--- src/rtl/core/nau_pkg.sv ---
package nau_pkg;

    // Field widths
    localparam int DATA_W       = 16;
    localparam int LAYER_W      = 3;
    localparam int MODE_W       = 2;
    localparam int CFG_W        = 16;

    // Defaults handed to the top level
    localparam int LAYER_COUNT_DEF = 8;

    // Tanh table geometry: segments of 1/16 over |z| in 0..4
    localparam int TANH_SEGMENTS  = 64;
    localparam int TABLE_SEGMENTS = 64;
    localparam int TANH_LIMIT     = (TANH_SEGMENTS < TABLE_SEGMENTS) ?
                                    TANH_SEGMENTS : TABLE_SEGMENTS;
    localparam int POINT_W        = 13;
    localparam int SEG_W          = 6;
    localparam int IDX_W          = 7;
    localparam int FRAC_W         = 8;
    localparam int DIFF_W         = 9;

    // 1.0 in Q4.12
    localparam int Q_ONE          = 4096;

    typedef logic [POINT_W-1:0] point_t;

    // round(4096 * tanh(k/16)), k = 0..64
    localparam point_t TANH_POINTS [0:TABLE_SEGMENTS] = '{
           0,  256,  509,  759, 1003, 1240, 1468, 1686,
        1893, 2088, 2272, 2443, 2602, 2748, 2883, 3007,
        3119, 3222, 3315, 3399, 3475, 3543, 3604, 3659,
        3707, 3751, 3790, 3825, 3856, 3883, 3908, 3929,
        3949, 3966, 3981, 3994, 4006, 4016, 4026, 4034,
        4041, 4048, 4053, 4058, 4063, 4067, 4070, 4073,
        4076, 4078, 4080, 4082, 4084, 4085, 4086, 4088,
        4089, 4089, 4090, 4091, 4091, 4092, 4092, 4093,
        4093
    };

    // Activation mode codes as stored per layer
    typedef enum logic [MODE_W-1:0] {
        MODE_LINEAR  = 2'd0,
        MODE_SIGMOID = 2'd1,
        MODE_TANH    = 2'd2,
        MODE_RELU    = 2'd3
    } mode_t;

    // Sideband that travels down the pipe with each beat
    typedef struct packed {
        mode_t                     mode;
        logic signed [DATA_W-1:0]  z;
        logic                      neg;
    } nau_side_t;

    // Table address and interpolation weight from the front stage
    typedef struct packed {
        logic              sat;
        logic [SEG_W-1:0]  seg;
        logic [FRAC_W-1:0] frac;
    } nau_tap_t;

endpackage

--- src/rtl/core/nau_decode.sv ---
module nau_decode #(
    parameter int LAYER_COUNT = nau_pkg::LAYER_COUNT_DEF
) (
    input  logic                                clk,
    input  logic                                rst_n,
    input  logic                                cfg_we,
    input  logic [nau_pkg::CFG_W-1:0]           cfg_data,
    input  logic                                in_accept,
    input  logic [nau_pkg::LAYER_W-1:0]         layer_sel,
    input  logic signed [nau_pkg::DATA_W-1:0]   pre_activation,
    output logic                                valid_q,
    output nau_pkg::nau_side_t                  side_q,
    output nau_pkg::nau_tap_t                   tap_q
);

    logic [nau_pkg::MODE_W-1:0]          modes_reg [LAYER_COUNT];
    nau_pkg::mode_t                      mode_sel;
    logic signed [nau_pkg::DATA_W-1:0]   arg;
    logic [nau_pkg::DATA_W-1:0]          arg_u;
    logic [nau_pkg::DATA_W-1:0]          mag;
    logic [7:0]                          seg_full;

    logic                                valid_reg;
    nau_pkg::nau_side_t                  side_reg;
    nau_pkg::nau_side_t                  side_next;
    nau_pkg::nau_tap_t                   tap_reg;
    nau_pkg::nau_tap_t                   tap_next;

    // Per-layer mode register, only the implemented layers are kept
    always_ff @(posedge clk or negedge rst_n)
    begin
        if (!rst_n)
        begin
            for (int i = 0; i < LAYER_COUNT; i++)
            begin
                modes_reg[i] <= '0;
            end
        end
        else if (cfg_we)
        begin
            for (int i = 0; i < LAYER_COUNT; i++)
            begin
                modes_reg[i] <= cfg_data[2*i +: nau_pkg::MODE_W];
            end
        end
    end

    // Mode lookup; layers beyond the implemented set pass through linear
    always_comb
    begin
        mode_sel = nau_pkg::MODE_LINEAR;
        for (int i = 0; i < LAYER_COUNT; i++)
        begin
            if (layer_sel == nau_pkg::LAYER_W'(i))
            begin
                mode_sel = nau_pkg::mode_t'(modes_reg[i]);
            end
        end
    end

    // Tanh argument: sigmoid uses z/2 (floor), then magnitude and segment
    always_comb
    begin
        arg      = (mode_sel == nau_pkg::MODE_SIGMOID) ? (pre_activation >>> 1)
                                                        : pre_activation;
        arg_u    = arg;
        mag      = arg_u[nau_pkg::DATA_W-1] ? (~arg_u + 16'd1) : arg_u;
        seg_full = mag[15:8];

        side_next.mode = mode_sel;
        side_next.z    = pre_activation;
        side_next.neg  = arg_u[nau_pkg::DATA_W-1];

        tap_next.sat   = (seg_full >= 8'(nau_pkg::TANH_LIMIT));
        tap_next.seg   = seg_full[nau_pkg::SEG_W-1:0];
        tap_next.frac  = mag[nau_pkg::FRAC_W-1:0];
    end

    always_ff @(posedge clk or negedge rst_n)
    begin
        if (!rst_n)
        begin
            valid_reg <= 1'b0;
        end
        else
        begin
            valid_reg <= in_accept;
        end
    end

    always_ff @(posedge clk)
    begin
        side_reg <= side_next;
        tap_reg  <= tap_next;
    end

    assign valid_q = valid_reg;
    assign side_q  = side_reg;
    assign tap_q   = tap_reg;

endmodule

--- src/rtl/core/nau_interp.sv ---
module nau_interp (
    input  logic                              clk,
    input  logic                              rst_n,
    input  logic                              valid_in,
    input  nau_pkg::nau_side_t                side_in,
    input  nau_pkg::nau_tap_t                 tap_in,
    output logic                              valid_q,
    output nau_pkg::nau_side_t                side_q,
    output nau_pkg::point_t                   lo_q,
    output logic [nau_pkg::DIFF_W-1:0]        step_q
);

    logic [nau_pkg::IDX_W-1:0]    idx_lo;
    logic [nau_pkg::IDX_W-1:0]    idx_hi;
    nau_pkg::point_t              pt_lo;
    nau_pkg::point_t              pt_hi;
    nau_pkg::point_t              lo_next;
    logic [nau_pkg::DIFF_W-1:0]   diff_next;
    logic [2*nau_pkg::DIFF_W-1:0] prod;

    // Stage 2 registers
    logic                         s2_valid_reg;
    nau_pkg::nau_side_t           s2_side_reg;
    nau_pkg::point_t              s2_lo_reg;
    logic [nau_pkg::DIFF_W-1:0]   s2_diff_reg;
    logic [nau_pkg::FRAC_W-1:0]   s2_frac_reg;

    // Stage 3 registers
    logic                         s3_valid_reg;
    nau_pkg::nau_side_t           s3_side_reg;
    nau_pkg::point_t              s3_lo_reg;
    logic [nau_pkg::DIFF_W-1:0]   s3_step_reg;

    // Table read at both ends of the segment; saturation forces 1.0 flat
    always_comb
    begin
        idx_lo = {1'b0, tap_in.seg};
        idx_hi = idx_lo + 7'd1;
        pt_lo  = nau_pkg::TANH_POINTS[idx_lo];
        pt_hi  = nau_pkg::TANH_POINTS[idx_hi];
        if (tap_in.sat)
        begin
            lo_next   = nau_pkg::POINT_W'(nau_pkg::Q_ONE);
            diff_next = '0;
        end
        else
        begin
            lo_next   = pt_lo;
            diff_next = nau_pkg::DIFF_W'(pt_hi - pt_lo);
        end
    end

    // Interpolation product, top bits kept (>> 8)
    assign prod = (2*nau_pkg::DIFF_W)'(s2_diff_reg * {1'b0, s2_frac_reg});

    always_ff @(posedge clk or negedge rst_n)
    begin
        if (!rst_n)
        begin
            s2_valid_reg <= 1'b0;
            s3_valid_reg <= 1'b0;
        end
        else
        begin
            s2_valid_reg <= valid_in;
            s3_valid_reg <= s2_valid_reg;
        end
    end

    always_ff @(posedge clk)
    begin
        s2_side_reg <= side_in;
        s2_lo_reg   <= lo_next;
        s2_diff_reg <= diff_next;
        s2_frac_reg <= tap_in.frac;

        s3_side_reg <= s2_side_reg;
        s3_lo_reg   <= s2_lo_reg;
        s3_step_reg <= prod[nau_pkg::FRAC_W +: nau_pkg::DIFF_W];
    end

    assign valid_q = s3_valid_reg;
    assign side_q  = s3_side_reg;
    assign lo_q    = s3_lo_reg;
    assign step_q  = s3_step_reg;

endmodule

--- src/rtl/core/nau_output.sv ---
module nau_output (
    input  logic                               clk,
    input  logic                               rst_n,
    input  logic                               valid_in,
    input  nau_pkg::nau_side_t                 side_in,
    input  nau_pkg::point_t                    lo_in,
    input  logic [nau_pkg::DIFF_W-1:0]         step_in,
    output logic                               result_valid,
    output logic signed [nau_pkg::DATA_W-1:0]  activation_out
);

    nau_pkg::point_t                     ymag;
    logic [nau_pkg::POINT_W:0]           ysgn;
    logic [nau_pkg::POINT_W+1:0]         sig_sum;
    logic [nau_pkg::DATA_W-1:0]          out_next;

    logic                                out_valid_reg;
    logic [nau_pkg::DATA_W-1:0]          out_data_reg;

    // Finish tanh, then pick the result by mode
    always_comb
    begin
        ymag    = lo_in + nau_pkg::POINT_W'(step_in);
        ysgn    = side_in.neg ? ((~{1'b0, ymag}) + 14'd1) : {1'b0, ymag};
        sig_sum = 15'(nau_pkg::Q_ONE) + {ysgn[nau_pkg::POINT_W], ysgn};

        case (side_in.mode)
            nau_pkg::MODE_SIGMOID:
            begin
                out_next = {3'b000, sig_sum[nau_pkg::POINT_W:1]};
            end
            nau_pkg::MODE_TANH:
            begin
                out_next = {{2{ysgn[nau_pkg::POINT_W]}}, ysgn};
            end
            nau_pkg::MODE_RELU:
            begin
                out_next = (!side_in.z[nau_pkg::DATA_W-1] && (side_in.z != '0)) ?
                           side_in.z : '0;
            end
            default:
            begin
                out_next = side_in.z;
            end
        endcase
    end

    always_ff @(posedge clk or negedge rst_n)
    begin
        if (!rst_n)
        begin
            out_valid_reg <= 1'b0;
        end
        else
        begin
            out_valid_reg <= valid_in;
        end
    end

    always_ff @(posedge clk)
    begin
        out_data_reg <= out_next;
    end

    assign result_valid   = out_valid_reg;
    assign activation_out = out_data_reg;

endmodule

--- src/rtl/core/neuron_activation_unit.sv ---
// Neuron activation unit: applies the per-layer activation (linear, sigmoid,
// tanh or relu, chosen by a 2-bit field of layer_modes) to one signed Q4.12
// value. One beat is taken on every clock (busy stays low) and its result
// appears on activation_out with the result_valid strobe after passing
// through the four register stages: mode decode and |z|, tanh table read,
// interpolation multiply, sign and mode select. The result is shown for one
// cycle only; the receiver must take it then. layer_modes may be written
// (cfg_ready is always high) only when no beat is in the pipe.
module neuron_activation_unit #(
    parameter int LAYER_COUNT = nau_pkg::LAYER_COUNT_DEF
) (
    input  logic                               clk,
    input  logic                               rst_n,
    input  logic                               start,
    output logic                               busy,
    input  logic [nau_pkg::LAYER_W-1:0]        layer_sel,
    input  logic signed [nau_pkg::DATA_W-1:0]  pre_activation,
    input  logic                               cfg_valid,
    output logic                               cfg_ready,
    input  logic [nau_pkg::CFG_W-1:0]          layer_modes,
    output logic                               result_valid,
    output logic signed [nau_pkg::DATA_W-1:0]  activation_out
);

    logic                          in_accept;
    logic                          cfg_we;

    logic                          s1_valid;
    nau_pkg::nau_side_t            s1_side;
    nau_pkg::nau_tap_t             s1_tap;

    logic                          s3_valid;
    nau_pkg::nau_side_t            s3_side;
    nau_pkg::point_t               s3_lo;
    logic [nau_pkg::DIFF_W-1:0]    s3_step;

    // Fully pipelined, never stalls
    assign busy      = 1'b0;
    assign cfg_ready = 1'b1;
    assign in_accept = start & ~busy;
    assign cfg_we    = cfg_valid & cfg_ready;

    nau_decode #(
        .LAYER_COUNT (LAYER_COUNT)
    ) u_decode (
        .clk            (clk),
        .rst_n          (rst_n),
        .cfg_we         (cfg_we),
        .cfg_data       (layer_modes),
        .in_accept      (in_accept),
        .layer_sel      (layer_sel),
        .pre_activation (pre_activation),
        .valid_q        (s1_valid),
        .side_q         (s1_side),
        .tap_q          (s1_tap)
    );

    nau_interp u_interp (
        .clk      (clk),
        .rst_n    (rst_n),
        .valid_in (s1_valid),
        .side_in  (s1_side),
        .tap_in   (s1_tap),
        .valid_q  (s3_valid),
        .side_q   (s3_side),
        .lo_q     (s3_lo),
        .step_q   (s3_step)
    );

    nau_output u_output (
        .clk            (clk),
        .rst_n          (rst_n),
        .valid_in       (s3_valid),
        .side_in        (s3_side),
        .lo_in          (s3_lo),
        .step_in        (s3_step),
        .result_valid   (result_valid),
        .activation_out (activation_out)
    );

endmodule

--- config.mk ---
export PLATFORM = sky130hd
export DESIGN_NAME = neuron_activation_unit
export DESIGN_NICKNAME = d
export VERILOG_FILES = /design/src/rtl/core/nau_pkg.sv /design/src/rtl/core/nau_decode.sv /design/src/rtl/core/nau_interp.sv /design/src/rtl/core/nau_output.sv /design/src/rtl/core/neuron_activation_unit.sv
export SDC_FILE = /design/constraint.sdc
export NUM_CORES = 1
export LEC_CHECK = 0
export ABC_AREA = 1
export BUFFER_PORTS_ARGS = -buffer_cell sky130_fd_sc_hd__buf_2
export CAP_MARGIN = 20
export CORE_ASPECT_RATIO = 1.1
export CORE_UTILIZATION = 45
export CTS_CLUSTER_SIZE = 20
export DETAILED_ROUTE_END_ITERATION = 16
export GPL_TIMING_DRIVEN = 0
export PLACE_DENSITY = 0.68
export SLEW_MARGIN = 15
export SYNTH_ARGS = -nofsm -noshare
export SYNTH_HDL_FRONTEND = slang
export SYNTH_SLANG_ARGS = --single-unit
--- constraint.sdc ---
create_clock -name clk -period 4.54 [get_ports clk]
set_input_delay 0.908 -clock clk [delete_from_list [all_inputs] [get_ports clk]]
set_output_delay 0.908 -clock clk [all_outputs]
set_load 0.02 [all_outputs]
# ---- After elaboration in Yosys (flattened, before gate mapping)
# Memory sizes are Yosys's and may differ from the RTL's.
# Cells that the tools add are included.
dict set report totals {
  register_bits 160
  latchBits 0
  ram_bits 0
  romBits 3328
  in_bits 39
  out_inout_bits 19
  wordCells 78
  n_memories 2
}
dict set report op_classes {
  add_sub_neg 6
  mul 1
  n_div 0
  magnitude_cmp 3
  eq_ne 11
  shifts 0
  mux 17
  bitwise 4
  n_reduce_logical 4
}
# name words word_bits read_ports rd_clocked_by_memory_dff write_ports line_no
set mem_list {}
lappend mem_list {{(no name shown)} 128 13 1 0 0 nau_interp.sv:39} ;# pt_lo = nau_pkg::TANH_POINTS[idx_lo];
lappend mem_list {{(no name shown)} 128 13 1 0 0 nau_interp.sv:40} ;# pt_hi = nau_pkg::TANH_POINTS[idx_hi];
# operator count
set op_table {}
lappend op_table {{$pmux W16 S3} 1}
lappend op_table {{$mux W16} 2}
lappend op_table {{$mux W13} 2}
lappend op_table {{$mux W9} 2}
lappend op_table {{$mul A9 B8 Y17} 1}
lappend op_table {{$add A16 B1 Y16 const B} 1}
lappend op_table {{$ge A8 B8 Y1 const B} 2}
lappend op_table {{$mux W2} 8}
lappend op_table {{$not A16 Y16} 1}
lappend op_table {{$reduce_bool A16 Y1} 1}
lappend op_table {{$mux W15} 1}
lappend op_table {{$add A14 B1 Y14 const B} 1}
lappend op_table {{$add A14 B14 Y14 const A} 1}
lappend op_table {{$mux W14} 1}
lappend op_table {{$not A13 Y14} 1}
lappend op_table {{$add A13 B9 Y13} 1}
lappend op_table {{$eq A3 B3 Y1 const B} 4}
lappend op_table {{$sub A9 B9 Y9} 1}
lappend op_table {{$ge A8 B7 Y1 const B} 1}
lappend op_table {{$not A6 Y8} 1}
lappend op_table {{$not A7 Y8} 1}
lappend op_table {{$add A6 B1 Y7 const B} 1}
lappend op_table {{$eq A3 B2 Y1 const B} 2}
lappend op_table {{$eq A2 B1 Y1 const B} 2}
lappend op_table {{5 further kinds} 6}

# ---- Longest topological paths before layout
# Gate-level depths: netlist of the first run.
dict set report logic_depth {
  depth_word 15
  depth_mapped 25
  depth_no_buf 24
}

# ---- Cells and area by module
# From an unflattened synthesis of the first run, not the netlist that was laid out.
dict set report hier_totals {
  cells_unflattened 1457
  hier_area_um2 10691.5
}
# module instances cells_per_inst area_each_um2 seq_area_each_um2
set modules_own_cells {}
lappend modules_own_cells {nau_interp 1 880 6555.0 1851.8}
lappend modules_own_cells {nau_decode 1 264 2228.4 1086.0}
lappend modules_own_cells {nau_output 1 309 1885.6 345.3}
lappend modules_own_cells {neuron_activation_unit 1 4 22.5 0.0}

# ---- Least setup slack after synthesis of the first run
# Ideal clock, no wire load.
dict set report synth_timing {
  path_type {register to register}
  startpoint {reg u_interp.s2_frac_reg[7] in the netlist's numbering}
  endpoint {reg u_interp.s3_step_reg, in the netlist u_interp.step_q[5]}
  arrival_time_ns 4.248
  t_required_ns 4.468
  setup_slack_ns 0.220
  path_stages_with_launch 21
  period_less_slack_ns 4.320
  cell_sequence {dfxtp_1 > clkbuf_1 > nand2_1 > fa_1 > fa_1 > inv_1 > fa_1 > inv_1 > fa_1 > inv_1 > ha_1 > nand2_1 > a21oi_1 > a211oi_1 > nand2_1 > nand3_1 > nand2_1 > a21boi_0 > nor2_1 > nor2_1 > xnor2_1}
}
dict set report synth_via {
  elab_chain_len 1
}
# element line_no
set synth_lines {}
lappend synth_lines {{start, declared} nau_interp.sv:26} ;# logic [nau_pkg::FRAC_W-1:0] s2_frac_reg;
lappend synth_lines {{start signal, assigned} nau_interp.sv:75} ;# s2_frac_reg <= tap_in.frac;
lappend synth_lines {{$mul A9 B8 Y17} nau_interp.sv:54} ;# assign prod = (2*nau_pkg::DIFF_W)'(s2_diff_reg * {1'b0, s2_frac_reg});
lappend synth_lines {{via u_interp.prod (one bit)} nau_interp.sv:19} ;# logic [2*nau_pkg::DIFF_W-1:0] prod;
lappend synth_lines {{end signal, assigned} nau_interp.sv:79} ;# s3_step_reg <= prod[nau_pkg::FRAC_W +: nau_pkg::DIFF_W];
lappend synth_lines {{end, declared} nau_interp.sv:32} ;# logic [nau_pkg::DIFF_W-1:0] s3_step_reg;
# The timed path passes the listed nets, and every way through them passes these cells.
# A chain may end at the register's enable or synchronous reset.

# ---- Final worst setup path of the first run
dict set report layout_timing {
  startpoint {reg u_decode.tap_reg, in the netlist u_decode.tap_q[8]}
  endpoint {reg u_interp.s2_diff_reg[8] in the netlist's numbering}
}
# element line_no
set layout_rtl {}
lappend layout_rtl {{start, declared} nau_decode.sv:26} ;# nau_pkg::nau_tap_t tap_reg;
lappend layout_rtl {{start signal, assigned} nau_decode.sv:94} ;# tap_reg <= tap_next;
lappend layout_rtl {{$not A6 Y8 (not written as such)} nau_interp.sv:39}
lappend layout_rtl {{$mem_v2 Z128 W13} --}
lappend layout_rtl {{$mux W13 (not written as such) (2 in a row)} nau_interp.sv:39}
lappend layout_rtl {{via u_interp.pt_lo[0]} nau_interp.sv:15} ;# nau_pkg::point_t pt_lo;
lappend layout_rtl {{$sub A9 B9 Y9} nau_interp.sv:49} ;# diff_next = nau_pkg::DIFF_W'(pt_hi - pt_lo);
lappend layout_rtl {{end signal, assigned} nau_interp.sv:74} ;# s2_diff_reg <= diff_next;
lappend layout_rtl {{end, declared} nau_interp.sv:25} ;# logic [nau_pkg::DIFF_W-1:0] s2_diff_reg;
# The timed path passes the listed nets, and every way through them passes these cells. The select of a mux whose other input is x is not followed.

==> results.cfg, run 1 <==
[floorplanning]
initial_core_util_pct = 46.3
die_area_sq_mm = 0.0227
coreArea_sq_mm = 0.0215
die_x_um = 144
ios = 58
num_rows = 56
dieHeight_um = 158

[global_routing]
grt_start_max_net_pins = 21
grt_pass1_vias = 8240
grt_overflow = 0
antenna_found_initial = 0
groute.usage.overall_pct = 22.0
grt_first_pass_wirelength_um = 39200

[timing]
fin_crit_ns = 4.29
rsz0062_at_grt = false
clock.fmax_ghz = 0.233
holdWs_ns = 0.324
max-slew-margin-rel_pct = 53.3
setup-violations-final = 0
hold_viol_final = 0
fin_worst_skew_ns = 0.0148
slew_viol_final = 0
finalWorstSetupSlack_ns = 0.249
period_share_pct = 94.5
worst_pin_slew_ns = 0.699

[power_and_ir_drop]
p_leak_nw = 6.01
power.total_mw = 8.68
switchingPower_mw = 4.08
p_clk_share_pct = 16.9
pwr-share-comb_pct = 60.7
seqPwrFrac_pct = 22.4
vdd_drop_max_mv = 0.629
powerDensity_mw_per_mm2 = 766
switching_share_pct = 47.0
intPower_mw = 4.60

[synth]
yosysMostFrequentCell = nand2_1
yosys_register_bits = 157
async_flop_share_pct = 12.7
synth_top_area_cell = dfxtp_1
yosys_warnings = 0
post_synth.cell_area_avg_sq_um = 7.38
yosysSeqAreaShare_pct = 32.6
ys_types = 54
synth_edf_count = 0
syn-instance-count = 1348
synth_nets = 1498
yosysTopAreaCellShare_pct = 27.6
synth_flop_cell = dfxtp_1
synthTopCellsByArea = dfxtp_1 (28%), nand2_1 (12%), inv_1 (9.1%)
syn-cell-area_sq_mm = 0.00995
synth_commonest_cells = nand2_1 (326), inv_1 (241), dfxtp_1 (137)

[setup_path]
critPathCaptureType = flip-flop
worstPathRequired_ns = 4.89
r2r_setup_slack_ns = 0.25
critPathMaxFanout = 9
critical_path.cell_chain = buf_2, inv_1, ha_1, clkbuf_1, nand2_1, inv_1, nor2_1, o21ai_0, o211ai_1, a21oi_1, nor2_1, ha_1, fa_1, o31ai_2, nand2_1, nand2_1, a21oi_1, nor2_1, nor2_1, o21bai_1, o21ai_1, a21oi_1
cpMostUsedCell = nor2_1
path_class = flip-flop to flip-flop
arrival_ns = 4.64
crit_slowest_cell = fa_1
startpoint_type = flip-flop
max_stage_delay_ns = 0.42

[drt]
drtIter0Drc = 754
drc = 0
viasPerCell = 5.03
routed_wl_um = 23700
wl_per_cell_um = 13.8
first_pass_iters = 6
via_count = 8638
antenna_left = 0

[clocking]
numCtsBuffers = 17
path_clk_slew_ns = 0.07
htreeDepth = 4
postCtsHoldBufs = 0
cts_buffer_depth = 2
insertion_delay_ns = 0.43
clockRootBuffer = clkbuf_16
cts_tree = built
cts_sinks = 157

[hold_path]
hold_path_class = flip-flop to flip-flop

[cells_and_area]
n_antenna_cell = 0
nets = 1565
drive_gt1_share_pct = 11.9
area_growth_pct = 13.9
fillers = 2092

[run_status]
status = completed

[placed_design]
gp_congestion = 0.943
hpwl_um = 18400
pre_cts_ws_ns = -0.378
numPortBuffers = 52

[run]
max_cap_violations = 0
## area by class of cell
class                           count  area, sq um  share of cell area [%]
Sequential cell                   157         3280                    28.9
Buffer                             39          191                    1.69
Clock inverter                     14          188                    1.66
Multi-Input combinational cell    892         5610                    49.5
Inverter                          247          930                    8.20
Tap cell                          290          363                    3.20
Timing Repair Buffer               61          320                    2.83
Clock buffer                       18          450                    3.97
## power by group through the flow
stage | clock, mW | combinational, mW | sequential, mW
after floorplan | 0 | 3.90 | 1.91
after global placement | 0 | 5.02 | 1.87
after detailed placement | 0 | 5.11 | 1.88
after CTS | 1.50 | 5.06 | 1.94
after global routing | 1.56 | 6.13 | 1.98
final | 1.47 | 5.27 | 1.94
## worst max-delay path, delay by kind of cell, from the launching register on
kind                       cells  cell delay [ns]
AOI/OAI and AO/OA              8             1.29
adders and majority gates      3             0.85
buffers and inverters          4             0.99
DFF                            1             0.39
and+or+nand+nor                7             0.69
## cell usage in the layout, fill, tap and decap left out, drive strengths merged, types with 41 or more instances in the layout
cell type	count
a21oi	41
buf	74
clkbuf	44
dfxtp	137
fa	43
ha	68
inv	251
nand2	333
nand3	75
nor2	110
o21ai	72
## layer usage
layer	GRT usage, %	wire length, um	vias up
met3	2.96	1040	49
li1	-	-	4376
met1	27.8	10500	3959
met4	9.22	656	0
met2	37.6	11500	254
met5	0	0	-
## what timing repair did
| item | in CTS | in global routing |
|---|---|---|
| setup buffers | 0 | 9 |
| pin swaps | 0 | 4 |
| endpoints found under the setup margin | 9 | 10 |
| gates resized for setup | 15 | 25 |
## final timing paths
kind / from / end / cells past startpoint
hold / removal: u_decode.tap_q[3] / u_interp.s2_frac_reg[3] / 0
max in group asynchronous: rst_n / u_decode.modes_reg[7] / 1
setup reg to reg: u_decode.tap_q[8] / u_interp.s2_diff_reg[8] / 22
min in group asynchronous: rst_n / u_decode.modes_reg[15] / 1
hold reg to reg: u_decode.tap_q[3] / u_interp.s2_frac_reg[3] / 0
setup / recovery: u_decode.tap_q[8] / u_interp.s2_diff_reg[8] / 22
## cells by family (layout without fill, tap and decap cells)
| family | Yosys count | in the layout | synth area share (%) |
|---|---|---|---|
| and+or+nand+nor | 563 | 563 | 24.0 |
| buffers and inverters | 299 | 379 | 11.7 |
| AOI/OAI and AO/OA | 169 | 169 | 10.0 |
| DFF | 157 | 157 | 32.6 |
| adders and majority gates | 111 | 111 | 17.2 |
| xor gates and xnor gates | 35 | 35 | 3.08 |
| muxes | 12 | 12 | 1.36 |
| other | 2 | 2 | 0.0755 |
## through the flow
step | setup TNS [ns] | instances | cell area [sq um] | util (%)
final | 0 | 1718 | 11300 | 52.7
after global routing | 0 | 1718 | 11300 | 52.7
after global placement | -1.71 | 1690 | 10600 | 49.2
after detailed placement | -1.77 | 1690 | 10600 | 49.2
after floorplan | 0 | 1348 | 9950 | -
after CTS | 0 | 1710 | 11200 | 52.0
Power figures use the tool's default switching activity.
==> inputs of run 2 (changes only) <==
ABC_AREA = 0   (was 1)
==> run 2 against run 1 <==
  * Die area rose by 2.9%
  * Clock power is 6% lower
  * Critical path type unchanged
  * Sequential cell count did not move
  * Sequential power is essentially flat
  * Non-clock buffer count grew 33
  * Final area grew 3.9%
  * Synthesized area up 3.0%
  * Register-to-register slack got worse by 0.09 ns
  * Critical endpoint is now u_interp.step_q[8]
  * Cell count is 7.9% lower
  * Largest power group unchanged
==> results.cfg, run 2 <==
[run_status]
status = completed

[run]
max_cap_violations = 0

[clocking]
clockRootBuffer = clkbuf_16
postCtsHoldBufs = 0
path_clk_slew_ns = 0.07
numCtsBuffers = 17
cts_tree = built
insertion_delay_ns = 0.42
cts_buffer_depth = 2
cts_sinks = 157
htreeDepth = 4

[cells_and_area]
nets = 1424
drive_gt1_share_pct = 15.9
layout_commonest_cell = nand2_1
final_cells = 1582
finish.instance_area_sq_mm = 0.0118
layout_common_cells = nand2_1 (125), dfxtp_1 (120), nor2_1 (95), inv_1 (82), o21ai_0 (69)
area_growth_pct = 14.8
n_antenna_cell = 0

[drt]
drtIter0Drc = 698
wl_per_cell_um = 16.0
via_count = 8733
drc = 0
first_pass_iters = 5
routed_wl_um = 25300
viasPerCell = 5.52
antenna_left = 0

[global_routing]
antenna_found_initial = 0
grt_first_pass_wirelength_um = 41500
grt_start_max_net_pins = 21
groute.usage.overall_pct = 21.9
grt_overflow = 0
grt_pass1_vias = 8321

[setup_path]
r2r_setup_slack_ns = 0.16
startpoint = u_interp.s2_diff_reg[4]
rr_endpoint = u_interp.step_q[8]
critPathMaxFanout = 7
endpoint = u_interp.step_q[8]
crit_slowest_cell = fa_1
worstPathRequired_ns = 4.88
critPathCaptureType = flip-flop
critical_path.cell_chain = and2_4, fa_1, inv_2, fa_1, inv_2, fa_1, inv_2, fa_1, inv_1, ha_2, or3_4, a211oi_4, o31ai_4, o21a_1, o21a_1, nor2_1, xnor2_1
path_class = flip-flop to flip-flop
startpoint_type = flip-flop
max_stage_delay_ns = 0.54
cpMostUsedCell = fa_1
arrival_ns = 4.73
worstReg2RegStart = u_interp.s2_diff_reg[4]
reg2regPathDepth = 17

[timing]
fin_crit_ns = 4.38
fin_worst_skew_ns = 0.0153
hold_viol_final = 0
period_share_pct = 96.5
setup-violations-final = 0
max-slew-margin-rel_pct = 58.2
slew_viol_final = 0
holdWs_ns = 0.319
clock.fmax_ghz = 0.228
worst_pin_slew_ns = 0.621

[placed_design]
gp_congestion = 0.965
dp_cells = 1540
place_area_sq_mm = 0.0109
hpwl_um = 19100
numPortBuffers = 53

[power_and_ir_drop]
powerDensity_mw_per_mm2 = 784
p_leak_nw = 5.14
vdd_drop_max_mv = 0.457
power.total_mw = 9.22

[synth]
yosys_warnings = 0
synth_flop_cell = dfxtp_1
post_synth.cell_area_avg_sq_um = 8.60
synth_commonest_cells = dfxtp_1 (137), nand2_1 (127), nor2_1 (95)
synth_nets = 1342
yosysSeqAreaShare_pct = 31.6
yosys_register_bits = 157
synthTopCellsByArea = dfxtp_1 (27%), fa_1 (8.4%), ha_1 (8.3%)
synth_edf_count = 0
syn-cell-area_sq_mm = 0.0102
synth_top_area_cell = dfxtp_1
yosysMostFrequentCell = dfxtp_1
async_flop_share_pct = 12.7
yosysTopAreaCellShare_pct = 26.8
ys_types = 92
syn-instance-count = 1192

[floorplanning]
num_rows = 57
ios = 58
die_area_sq_mm = 0.0234
dieHeight_um = 160
die_x_um = 146
coreArea_sq_mm = 0.0223
initial_core_util_pct = 46.1

[hold_path]
hold_path_class = flip-flop to flip-flop
==> run 2: critical path, delay by kind of cell, from the launching register on <==
kind / cells / cell delay [ns]
buf+inv: 4 / 0.16
simple gates: 3 / 0.63
compound gates: 4 / 0.78
xor+xnor: 1 / 0.12
fa+ha+maj: 5 / 2.25
flops: 1 / 0.37
==> run 2: layout make-up <==
cell class                 count  area (sq um)
buffer                        69           299
timing repair buffer          64           350
clock inverter                14           173
multi-input combinational    878          6530
tap                          295           369
sequential                   157          3290
inverter                      87           329
clock buffer                  18           429
fill                        2080         10500
==> run 2: kinds of logic (layout without fill, tap and decap cells) <==
group | after synthesis | after routing | share of synthesized area (%)
other | 2 | 2 | 0.0733
AO/OA/AOI/OAI | 282 | 282 | 18.6
XOR/XNOR | 51 | 51 | 4.43
flip-flops | 157 | 157 | 31.6
adder cells (fa/ha/maj) | 111 | 111 | 16.7
buffers and inverters | 157 | 252 | 5.96
AND/OR/NAND/NOR | 404 | 404 | 19.3
multiplexers | 28 | 28 | 3.28
==> run 2: where the power goes <==
group	switching, mW	internal (mW)	total [mW]	leakage [nW]
Clock	0.633	0.742	1.38	0.290
Sequential	0.213	1.74	1.95	1.39
Combinational	3.30	2.59	5.90	3.45
==> run 2: metrics by stage <==
stage / setup WS [ns] / utilization [%] / TNS, ns
2_1_floorplan: 0.229 / - / 0
3_3_place_gp: -0.769 / 48.9 / -2.76
3_5_place_dp: -0.715 / 48.9 / -2.47
4_1_cts: 0.00549 / 51.8 / 0
5_1_grt: -0.0126 / 52.9 / -0.0126
6_report: 0.158 / 52.9 / 0
==> run 2: worst min-delay path by stage <==
stage | cells past startpoint | to | from | slack, ns
after global routing | 0 | u_interp.s2_frac_reg[7] | u_decode.tap_q[7] | 0.32
after global placement | 0 | u_interp.lo_q[5] | u_interp.s2_lo_reg[5] | 0.31
after CTS | 0 | u_interp.side_q[13] | u_interp.s2_side_reg[13] | 0.32
after floorplan | 0 | u_interp.lo_q[0] | u_interp.s2_lo_reg[0] | 0.31
after detailed placement | 0 | u_interp.lo_q[6] | u_interp.s2_lo_reg[6] | 0.31
final | 0 | u_interp.side_q[6] | u_interp.s2_side_reg[6] | 0.32
==> run 2: metal layers <==
layer,part of all wire [%],vias to the layer above,GRT usage (%)
met1,42,4093,27.1
met3,5.2,55,3.72
met5,0,-,0
li1,-,4282,-
met4,2.3,0,8.56
met2,50,303,37.9
==> run 2: timing repair <==
action / in CTS / in global routing
setup buffers: 0 / 11
pin swaps: 2 / 21
cloned: 0 / 0
gates resized for setup: 21 / 60
setup endpoints to repair: 8 / 7
==> inputs of run 3 (changes only) <==
CORE_ASPECT_RATIO = 0.8   (was 1.1)
CTS_BUF_LIST = sky130_fd_sc_hd__clkbuf_8   (was default)
==> run 3 against run 2 <==
  * Clock power shrank 25%
  * Hold slack gained 0.0029 ns
  * First-iteration DRC count grew 34%
  * Die area is essentially flat
  * Power shrank 3.2%
  * Sequential share of layout area grew 0.44 points
  * Clock skew grew 0.0025 ns
==> results.cfg, run 3 (synthesis results as in run 2) <==
[run_status]
status = completed

[drt]
viasPerCell = 5.55
routed_wl_um = 25900
drtIter0Drc = 938
drc = 0
via_count = 8801
first_pass_iters = 6
wl_per_cell_um = 16.3
antenna_left = 0

[clocking]
cts_sinks = 157
path_clk_slew_ns = 0.09
cts_buffer_depth = 2
numCtsBuffers = 17
postCtsHoldBufs = 0
insertion_delay_ns = 0.45
clockRootBuffer = clkbuf_8
htreeDepth = 4
cts_tree = built

[setup_path]
critPathMaxFanout = 4
startpoint_type = flip-flop
worstPathRequired_ns = 4.91
reg2regPathDepth = 17
critPathCaptureType = flip-flop
arrival_ns = 4.73
rr_endpoint = u_interp.step_q[8]
path_class = flip-flop to flip-flop
r2r_setup_slack_ns = 0.18
worstReg2RegStart = u_interp.s2_diff_reg[3]

[cells_and_area]
final_cells = 1585
layout_common_cells = nand2_1 (125), dfxtp_1 (120), nor2_1 (94), inv_1 (85), o21ai_0 (68)
layout_commonest_cell = nand2_1
fillers = 2025
finish.utilization_pct = 52.9
nets = 1422
area_growth_pct = 13.2
n_antenna_cell = 0
drive_gt1_share_pct = 15.8

[placed_design]
dp_cells = 1545
numPortBuffers = 53
hpwl_um = 19600
gp_congestion = 0.913

[floorplanning]
initial_core_util_pct = 46.8
coreArea_sq_mm = 0.0219
ios = 58
dieHeight_um = 137
num_rows = 48
die_area_sq_mm = 0.0234
die_x_um = 171

[global_routing]
groute.usage.overall_pct = 22.8
antenna_found_initial = 0
grt_overflow = 0
grt_first_pass_wirelength_um = 41800
grt_pass1_vias = 8053
grt_start_max_net_pins = 21

[timing]
fin_crit_ns = 4.36
slew_viol_final = 0
period_share_pct = 96.1
setup-violations-final = 0
max-slew-margin-rel_pct = 53.3
rsz0062_at_grt = false
tns_ns = 0
clock.fmax_ghz = 0.229
worst_pin_slew_ns = 0.691
hold_viol_final = 0
fin_worst_skew_ns = 0.0178

[hold_path]
hold_path_class = flip-flop to flip-flop
hold_start = u_decode.tap_q[4]
min_to = u_interp.s2_frac_reg[4]
min_path_cells = 0

[power_and_ir_drop]
vdd_drop_max_mv = 0.488
powerDensity_mw_per_mm2 = 769
p_leak_nw = 5.06

[run]
max_cap_violations = 0
-- run 3: cell count changes in the layout (fill, tap and decap cells not counted), moves of 3 or more --
cell       before  now
clkbuf_16      17    0
clkbuf_8        0   17
and2_1         49   53
and2_4          7    3
clkbuf_1       42   38
clkbuf_2       12    8
clkbuf_4        1    4
clkinv_8        6    3
inv_1          82   85
-- run 3: cell type report --
cell class	count	area, sq um	area share [%]
buffer	69	308	2.65
clock buffer	17	234	2.02
clock inverter	15	175	1.51
inverter	87	329	2.84
multi-input combinational	878	6550	56.4
sequential	157	3300	28.4
tap	300	375	3.23
timing repair buffer	62	335	2.89
-- run 3: through the flow --
step	hold WS (ns)	power (mW)	instance area, sq um	setup slack [ns]
4_1_cts	0.319	8.44	11300	0.000704
3_3_place_gp	0.310	7.22	10900	-0.769
2_1_floorplan	0.310	6.13	10200	0.229
3_5_place_dp	0.312	7.29	10900	-0.730
5_1_grt	0.312	9.84	11600	0.00385
6_report	0.322	8.93	11600	0.176
-- run 3: routing by layer --
| metal | GRT usage [%] | share of wire [%] | vias up |
|---|---|---|---|
| met3 | 4.66 | 7.2 | 35 |
| met2 | 33.8 | 43 | 365 |
| met1 | 33.6 | 49 | 4126 |
| met5 | 0 | 0 | - |
| met4 | 4.95 | 1.3 | 0 |
| li1 | - | - | 4275 |
-- run 3: worst max path at each step --
stage                                       start                 endpoint  slack, ns
final                     u_interp.s2_diff_reg[3]       u_interp.step_q[8]       0.18
after global routing           u_decode.tap_q[10]  u_interp.s2_diff_reg[8]      0.004
after detailed placement        u_decode.tap_q[8]  u_interp.s2_diff_reg[8]      -0.73
after CTS                 u_interp.s2_diff_reg[3]       u_interp.step_q[8]     0.0007
after global placement          u_decode.tap_q[8]  u_interp.s2_diff_reg[8]      -0.77
after floorplan           u_interp.s2_diff_reg[3]       u_interp.step_q[8]       0.23
-- run 3: critical path, stage by stage, from the launching register on --
cell and delay [ns]:
dfxtp_4 0.36, and2_4 0.15, fa_1 0.53, inv_1 0.06
fa_1 0.53, inv_1 0.05, fa_1 0.49, inv_2 0.04
fa_1 0.52, inv_1 0.04, ha_2 0.17, or3_4 0.34
a211oi_4 0.21, o31ai_2 0.13, o21a_1 0.22, o21a_1 0.21
nor2_2 0.13, xnor2_1 0.12
-- run 3: repair_timing --
action / 4_1_cts / 5_1_grt
resized for setup: 19 / 77
setup buffers: 1 / 8
endpoints found under the setup margin: 8 / 7
gates cloned: 0 / 0
hold endpoints to repair: 0 / 0
pin swaps: 2 / 21
-- run 3: report_power, final --
part / internal (mW) / total (mW) / switching (mW)
Combinational: 2.63 / 5.94 / 3.31
Sequential: 1.74 / 1.95 / 0.213
Clock: 0.462 / 1.04 / 0.575
